$ cat config.mk
export PLATFORM = sky130hd
export DESIGN_NAME = sem_ctrl
export DESIGN_NICKNAME = d
export VERILOG_FILES = /design/src/sem_pkg.sv /design/src/sem_ctrl.sv
export SDC_FILE = /design/constraint.sdc
export NUM_CORES = 1
export LEC_CHECK = 0
export BUFFER_PORTS_ARGS = -buffer_cell sky130_fd_sc_hd__buf_4
export CORE_AREA = 2 2 39 41
export CTS_BUF_LIST = sky130_fd_sc_hd__clkbuf_4 sky130_fd_sc_hd__clkbuf_8
export DETAILED_ROUTE_END_ITERATION = 12
export DIE_AREA = 0 0 41 43
export GPL_TIMING_DRIVEN = 1
export HOLD_SLACK_MARGIN = 0.02
export PLACE_DENSITY = 0.43
export SKIP_LAST_GASP = 1
export SYNTH_ARGS = -nofsm -noshare
export SYNTH_HDL_FRONTEND = slang
export SYNTH_SLANG_ARGS = --single-unit
$ cat constraint.sdc
create_clock -name clk_i -period 1.8 [get_ports clk_i]
set_input_delay 0.09 -clock clk_i [delete_from_list [all_inputs] [get_ports clk_i]]
set_output_delay 0.09 -clock clk_i [all_outputs]
set_load 0.01 [all_outputs]
$ cat src/sem_pkg.sv
// Shared types and constants of the Sobel edge magnitude block.
// Used by the controller, the datapath and the top level; no dependencies.
`default_nettype none
package sem_pkg;

  localparam int unsigned MAX_WIDTH_DEF = 2048;
  localparam int unsigned HEIGHT_LIMIT  = 4096;
  localparam int unsigned CFG_W         = 13;
  localparam int unsigned WIDTH_REG_W   = 12;
  localparam int unsigned HEIGHT_REG_W  = 13;
  localparam int unsigned ROW_W         = 13;
  localparam int unsigned CFG_IDX_W     = 1;

  localparam logic [CFG_IDX_W-1:0] REG_FRAME_WIDTH  = 1'd0;
  localparam logic [CFG_IDX_W-1:0] REG_FRAME_HEIGHT = 1'd1;

  localparam logic [WIDTH_REG_W-1:0]  WIDTH_RESET  = 12'd640;
  localparam logic [HEIGHT_REG_W-1:0] HEIGHT_RESET = 13'd480;

  localparam logic FUNC_DRAIN = 1'b1;
  localparam logic [7:0] MAG_CLAMP = 8'd255;
  // Largest sum of squares that still rounds to a magnitude of 255.
  localparam logic [21:0] SUM_CLAMP = 22'd65280;

  typedef struct packed {
    logic [7:0] red;
    logic [7:0] green;
    logic [7:0] blue;
  } pixel_t;

  // Commands from the controller to the datapath.
  typedef struct packed {
    logic accept;
    logic load;
    logic conv;
    logic square;
    logic root_step;
    logic emit;
  } sem_cmd_t;

  // Status from the datapath to the controller.
  typedef struct packed {
    logic skip;
    logic have;
    logic root_done;
    logic out_free;
  } sem_stat_t;

endpackage
`default_nettype wire

$ cat src/sem_ctrl.sv
// Controller state machine of the Sobel edge magnitude block.
// Depends on sem_pkg for the command and status structs.
`default_nettype none
module sem_ctrl (
  input  wire                  clk_i,
  input  wire                  rst_ni,
  input  wire                  in_valid_i,
  output logic                 in_ready_o,
  input  sem_pkg::sem_stat_t   stat_i,
  output sem_pkg::sem_cmd_t    cmd_o
);
  import sem_pkg::*;

  localparam logic [2:0] ST_IDLE   = 3'd0;
  localparam logic [2:0] ST_LOAD   = 3'd1;
  localparam logic [2:0] ST_CONV   = 3'd2;
  localparam logic [2:0] ST_SQUARE = 3'd3;
  localparam logic [2:0] ST_ROOT   = 3'd4;
  localparam logic [2:0] ST_FIN    = 3'd5;

  logic [2:0] state_q, state_d;

  always_comb begin
    state_d    = state_q;
    cmd_o      = '0;
    in_ready_o = 1'b0;
    case (state_q)
      ST_IDLE: begin
        in_ready_o = 1'b1;
        if (in_valid_i) begin
          cmd_o.accept = 1'b1;
          if (!stat_i.skip) begin
            state_d = ST_LOAD;
          end
        end
      end
      ST_LOAD: begin
        cmd_o.load = 1'b1;
        state_d = stat_i.have ? ST_CONV : ST_IDLE;
      end
      ST_CONV: begin
        cmd_o.conv = 1'b1;
        state_d = ST_SQUARE;
      end
      ST_SQUARE: begin
        cmd_o.square = 1'b1;
        state_d = ST_ROOT;
      end
      ST_ROOT: begin
        cmd_o.root_step = 1'b1;
        if (stat_i.root_done) begin
          state_d = ST_FIN;
        end
      end
      ST_FIN: begin
        if (stat_i.out_free) begin
          cmd_o.emit = 1'b1;
          state_d = ST_IDLE;
        end
      end
      default: begin
        state_d = ST_IDLE;
      end
    endcase
  end

  always_ff @(posedge clk_i or negedge rst_ni) begin
    if (!rst_ni) begin
      state_q <= ST_IDLE;
    end else begin
      state_q <= state_d;
    end
  end
endmodule
`default_nettype wire

# Word level (Yosys, flattened, before mapping)
# Index checks and enable logic that the tools add are counted.
# totals
ff_bits	3
inputBits	7
output_inout_bits	7
word_cells	27
# classes
eq_ne	9
n_mux	15
n_reduce_logical	2
# ops
operator	n
3-bit one-hot mux with 6 select lines	1
3-bit 2-to-1 mux	4
1-bit 2-to-1 mux	9
2-bit != test, second input constant	4
3-bit by 2-bit == test with 1-bit output, second input constant	2
3-bit == test, second input constant	2
4-bit AND reduction	1
3-bit by 1-bit == test with 1-bit output, second input constant	1
3-bit logical NOT	1
2-bit 2-to-1 mux	1

# Logic depth before layout (Yosys ltp)
# Gate-level depths: netlist of the first run.
# depth
ltp_word	3
depth_mapped	3
depth_no_buf	3

# Least setup slack after synthesis of the first run
# No wires, ideal clock.
# synth_path
path_kind	register -> output
startpoint	register state_q[0]
endpoint	output port cmd_o[5] in the netlist's numbering
t_arrival_ns	0.995
required_time_ns	1.710
path_slack_ns	0.715
path_stages_with_launch	3
n_path_buf	0
cell_sequence	dfrtp_1 nor3_1 and2_1
# synth_lines
item	line	rtl
start: declaration	sem_ctrl.sv:21	logic [2:0] state_q, state_d;
start signal: assignment	sem_ctrl.sv:71	state_q <= state_d;
end: declaration	sem_ctrl.sv:10	output sem_pkg::sem_cmd_t cmd_o

==> flow_summary.toml, run 1 <==
[floorplanning]
die_area_sq_um = 1760
num_rows = 14
ios = 14
die-height_um = 43
core_area_sq_um = 1380
initial_utilization_pct = 13.5
die_x_um = 41

[yosys]
synth-compound-area-share_pct = 14.1
synthesis.nets = 28
yosysWarnings = 0
syn_avg_cell_area_sq_um = 8.88
yosysSeqAreaShare_pct = 40.3
synthCells = 21
netlist_area_sq_um = 186
synth_mux_area_share_pct = 0
synthAdderAreaFrac_pct = 0
synth-xor-area-share_pct = 0
synth_top_family_by_area = "simple AND/OR/NAND/NOR gates"
synth_simple_gate_area_share_pct = 45.6
yosysUniqueCellTypes = 14
ys_seq_elements = 3

[route]
vias = 197
highest_layer = "met3"
wl_met3_um = 56
drt_iter0_drc = 0
routedWlPerCell_um = 7.82
post_drt_via_cell_ratio = 3.58
dr_wl_met2_um = 187
wl_met1_um = 186
wl_um = 430
dr.pass1.iters = 1
drtAntennaViolNets = 0
drcViolationCount = 0

[cells_and_area]
largest_reg_flops = 3
drive_gt1_share_pct = 53.8
fin_nets = 47
fill_cells = 165
reg.largest.list = "state_q (3)"
final_common_cell = "buf_4"
synthToLayoutAreaGrowth_pct = 84.6
final_cell_mix = "buf_4, nor2_1, clkbuf_4, dfrtp_1, nand2_1"
antenna_cells = 0
largest-register = "state_q"

[sta]
whs_ns = 0.0664
hold_viol = 0
tns_ns = 0
min_period_over_period_pct = 70.5
fin_crit_ns = 1.27
rsz0062_at_grt = "false"
setup_violations = 0
fmax_ghz = 0.789
slew_viol_final = 0
tightest_slew_ns = 0.228
relSlewSlack_pct = 84.6
skew_ns = 0.00227

[critical_path]
slowest_delay_ns = 0.42
worstPathCellList = "nor3_1, and2_1, buf_4"
regToRegStartpoint = "state_q[1]"
critPathLaunchType = "register"
cp_max_fo = 7
crit_buf_inv = 1
r2r-end = "state_q[0]"
cp.arrival_ns = 1.18
cp-startpoint = "state_q[0]"
slowest_stage = "dfrtp_1"
critPathTopFamily = "simple AND/OR/NAND/NOR gates"
crit_required_ns = 1.71
end_kind = "primary output"
rrSetupSlack_ns = 0.85
worstSetupPathType = "register to primary output"
reg2regPathDepth = 3

[min_path]
hold_path.class = "input pin to register"
min_to = "state_q[1]"
worstHoldStart = "stat_i[2]"
min_path_cells = 2

[power]
power.net_switching_uw = 166
p_seq_share_pct = 26.3
comb_power_share_pct = 47.2
p_leak_uw = 0.000184
p_int_uw = 320
clkPwrFrac_pct = 26.6
swShare_pct = 34.1
peakVddDrop_mv = 0.337
power_density_nw_per_um2 = 1410

[clock_network]
cts_root_buffer = "clkbuf_4"
insertion_delay_ns = 0.23
cts.hold.buffers_added = 1
path_clk_slew_ns = 0.04
numClockSinks = 3
post_cts_buffers = 0
tritoncts = "done"
cts_max_level = 1
cts_buffer_depth = 2
cts_resized = 0
cts_made_buffers = 3

[global_route]
track_usage_pct = 6.24
grt_pass1_wl_um = 683
first_global_vias = 179
grt_max_degree = 8
grt-ovfl-total = 0
antenna_found_initial = 0

[placement]
dp_hpwl_um = 371
gp_congestion = 0.638
port_buffers = 13

[outcome]
status = "completed"

[run]
max_cap_violations = 0
Yosys cell counts (all sizes together):
master,count,area (sq um)
nor2b,1,6.26
a21o,1,7.51
and2,2,15.0
dfrtp,3,75.1
o21ai,3,18.8
nor2,5,18.8
nor3,1,5.00
nand2,2,7.51
nor3b,1,12.5
nand2b,2,20.0
routing by layer:
metal / track usage [%] / vias to the layer above
met5: 0 / -
met3: 1.57 / 0
met1: 7.12 / 81
li1: - / 105
met4: 8.00 / 0
met2: 7.81 / 11
power by group through the flow:
| stage | Clock, uW | Sequential [uW] | Combinational [uW] |
|---|---|---|---|
| 3_5_place_dp | 0 | 129 | 232 |
| 3_3_place_gp | 0 | 127 | 235 |
| 6_report | 129 | 128 | 229 |
| 4_1_cts | 135 | 128 | 234 |
| 2_1_floorplan | 0 | 122 | 134 |
| 5_1_grt | 140 | 133 | 257 |
per-stage QoR:
stage	total power (uW)	cell area (sq um)	util (%)	instances	setup WS, ns
2_1_floorplan	256	186	-	21	0.715
3_3_place_gp	362	304	22.0	50	0.781
3_5_place_dp	361	304	22.0	50	0.778
4_1_cts	497	344	24.9	55	0.529
5_1_grt	531	344	24.9	55	0.448
6_report	486	344	24.9	55	0.532
cell type report:
| class | count | area, sq um | share of cell area, % |
|---|---|---|---|
| Timing Repair Buffer | 14 | 108 | 31.3 |
| Clock buffer | 4 | 30.0 | 8.73 |
| Tap cell | 16 | 20.0 | 5.82 |
| Multi-Input combinational cell | 18 | 111 | 32.4 |
| Sequential cell | 3 | 75.1 | 21.8 |
logic make-up (layout without fill, tap and decap cells):
family          after synthesis  after routing
simple gates                 14             14
flops                         3              3
buf+inv                       0             18
compound gates                4              4
how the worst max path moves through the flow:
stage / to / slack (ns) / depth (start not counted)
after floorplan: cmd_o[5] / 0.71 / 2
after global placement: cmd_o[5] / 0.78 / 3
after detailed placement: cmd_o[5] / 0.78 / 3
after CTS: cmd_o[5] / 0.53 / 3
after global routing: cmd_o[5] / 0.45 / 3
final: cmd_o[5] / 0.53 / 3
Power figures use the tool's default switching activity.
==> run 2, diff against run 1 <==
--- a/config.mk
+++ b/config.mk
@@ -12,7 +12,7 @@
 export DIE_AREA = 0 0 41 43
 export GPL_TIMING_DRIVEN = 1
 export HOLD_SLACK_MARGIN = 0.02
-export PLACE_DENSITY = 0.43
+export PLACE_DENSITY = 0.45
 export SKIP_LAST_GASP = 1
 export SYNTH_ARGS = -nofsm -noshare
 export SYNTH_HDL_FRONTEND = slang
==> constraint.sdc (replaced) <==
create_clock -name clk_i -period 1.05 [get_ports clk_i]
set_input_delay 0.0525 -clock clk_i [delete_from_list [all_inputs] [get_ports clk_i]]
set_output_delay 0.0525 -clock clk_i [all_outputs]
set_load 0.01 [all_outputs]
==> flow_summary.toml, run 2 (same netlist as run 1, synthesis figures left out) <==
[outcome]
status = "finished, violations left"
violations = "negative setup slack"

[min_path]
min_to = "state_q[0]"
worstHoldStart = "stat_i[1]"
min_path_cells = 3
hold_path.class = "input pin to register"

[critical_path]
cp-startpoint = "state_q[2]"
crit_required_ns = 1.00
cp_max_fo = 6
critPathTopFamily = "flip-flops"
regToRegStartpoint = "state_q[1]"
crit_buf_inv = 1
end_kind = "primary output"
reg2regPathDepth = 3
critPathLaunchType = "register"
slowest_delay_ns = 0.45
worstPathCellList = "nor3_4, and2_4, buf_6"
r2r-end = "state_q[0]"
worstSetupPathType = "register to primary output"
cp.depth = 3
cp.arrival_ns = 1.12
slowest_stage = "dfrtp_2"
rrSetupSlack_ns = 0.07

[floorplanning]
die-height_um = 43
ios = 14
core_area_sq_um = 1380
initial_utilization_pct = 13.5
die_x_um = 41
die_area_sq_um = 1760
num_rows = 14

[power]
comb_power_share_pct = 52.1
power_density_nw_per_um2 = 2530
power.net_switching_uw = 346
peakVddDrop_mv = 0.789
swShare_pct = 34.4
p_int_uw = 659
clkPwrFrac_pct = 22.7
p_seq_share_pct = 25.2
p_leak_uw = 0.000201

[placement]
dp_cells = 50
pre_cts_ws_ns = 0.0271
gp_congestion = 0.749
port_buffers = 13

[cells_and_area]
drive_gt1_share_pct = 69.0
synthToLayoutAreaGrowth_pct = 113
largest-register = "state_q"
fin_cells = 58
reg.largest.list = "state_q (3)"
antenna_cells = 0
largest_reg_flops = 3
final_common_cell = "buf_4"
fin_nets = 50
final_cell_mix = "buf_4, nor2_1, clkbuf_4, dfrtp_2"

[clock_network]
numClockSinks = 3
insertion_delay_ns = 0.23
tritoncts = "done"
cts_made_buffers = 3
path_clk_slew_ns = 0.04
cts_buffer_depth = 2
cts_max_level = 1
cts_root_buffer = "clkbuf_4"

[sta]
setup_violations = 6
fmax_ghz = 0.852
skew_ns = 0.00194
rsz0062_at_grt = "true"
slew_viol_final = 0
fin_ws_ns = -0.124
fin_crit_ns = 1.17
hold_viol = 0
tightest_slew_ns = 0.198
relSlewSlack_pct = 86.7
min_period_over_period_pct = 112

[route]
dr.pass1.iters = 4
routedWlPerCell_um = 8.72
post_drt_via_cell_ratio = 3.86
vias = 224
drcViolationCount = 0
wl_um = 506
drt_iter0_drc = 4
drtAntennaViolNets = 0

[global_route]
track_usage_pct = 8.04
grt-ovfl-total = 0
antenna_found_initial = 0
grt_max_degree = 8
grtUsageMet3_pct = 6.28
grt-busiest-layer = "met2"
first_global_vias = 213
grt_pass1_wl_um = 869
met2_usage_pct = 10.6
use_met1_pct = 8.06

[run]
max_cap_violations = 0
==> run 2: worst max-delay path by stage <==
| stage | slack [ns] | endpoint |
|---|---|---|
| floorplan | 0.002 | cmd_o[5] |
| global placement | 0.04 | cmd_o[5] |
| detailed placement | 0.03 | cmd_o[5] |
| CTS | -0.16 | cmd_o[5] |
| global route | -0.18 | cmd_o[5] |
| finish | -0.12 | cmd_o[5] |
==> run 2: repair_timing <==
action / 4_1_cts / 5_1_grt
hold buffers: 2 / 0
hold endpoints to repair: 4 / 0
endpoints found under the setup margin: 6 / 7
resized for setup: 3 / 6
gates cloned: 0 / 0
pin swaps: 1 / 2
setup buffers: 1 / 1
==> run 2: area by class of cell <==
| class | instances | area, sq um |
|---|---|---|
| Clock buffer | 4 | 30.0 |
| Tap cell | 16 | 20.0 |
| Sequential cell | 3 | 78.8 |
| Fill cell | 158 | 987 |
| Timing Repair Buffer | 17 | 140 |
| Multi-Input combinational cell | 18 | 128 |
==> run 2: worst register-to-register path, delay by kind of cell (launching register included) <==
| kind | cells | cell delay, ns |
|---|---|---|
| flip-flops | 1 | 0.44 |
| buffers and inverters | 1 | 0.15 |
| AO/OA/AOI/OAI | 2 | 0.27 |
==> run 2: per-stage QoR <==
stage               power (uW)  hold WS (ns)  TNS [ns]  utilization, %  area (sq um)
global placement           627        -0.155         0            22.0           304
global route              1090        0.0925     -1.01            28.7           397
finish                    1000        0.0825    -0.555            28.7           397
detailed placement         620        -0.154         0            22.0           304
CTS                        901        0.0777    -0.589            26.7           369
floorplan                  439        -0.243         0               -           186
==> run 2: power by group through the flow <==
stage	sequential [uW]	combinational [uW]	clock, uW
floorplan	209	230	0
global placement	223	404	0
detailed placement	224	397	0
CTS	229	434	238
global route	266	571	252
finish	253	524	228
==> run 2: metal layers <==
metal | wire, um | share of wire, %
met1 | 197 | 39
met4 | 0 | 0
met5 | 0 | 0
met3 | 80 | 16
met2 | 228 | 45
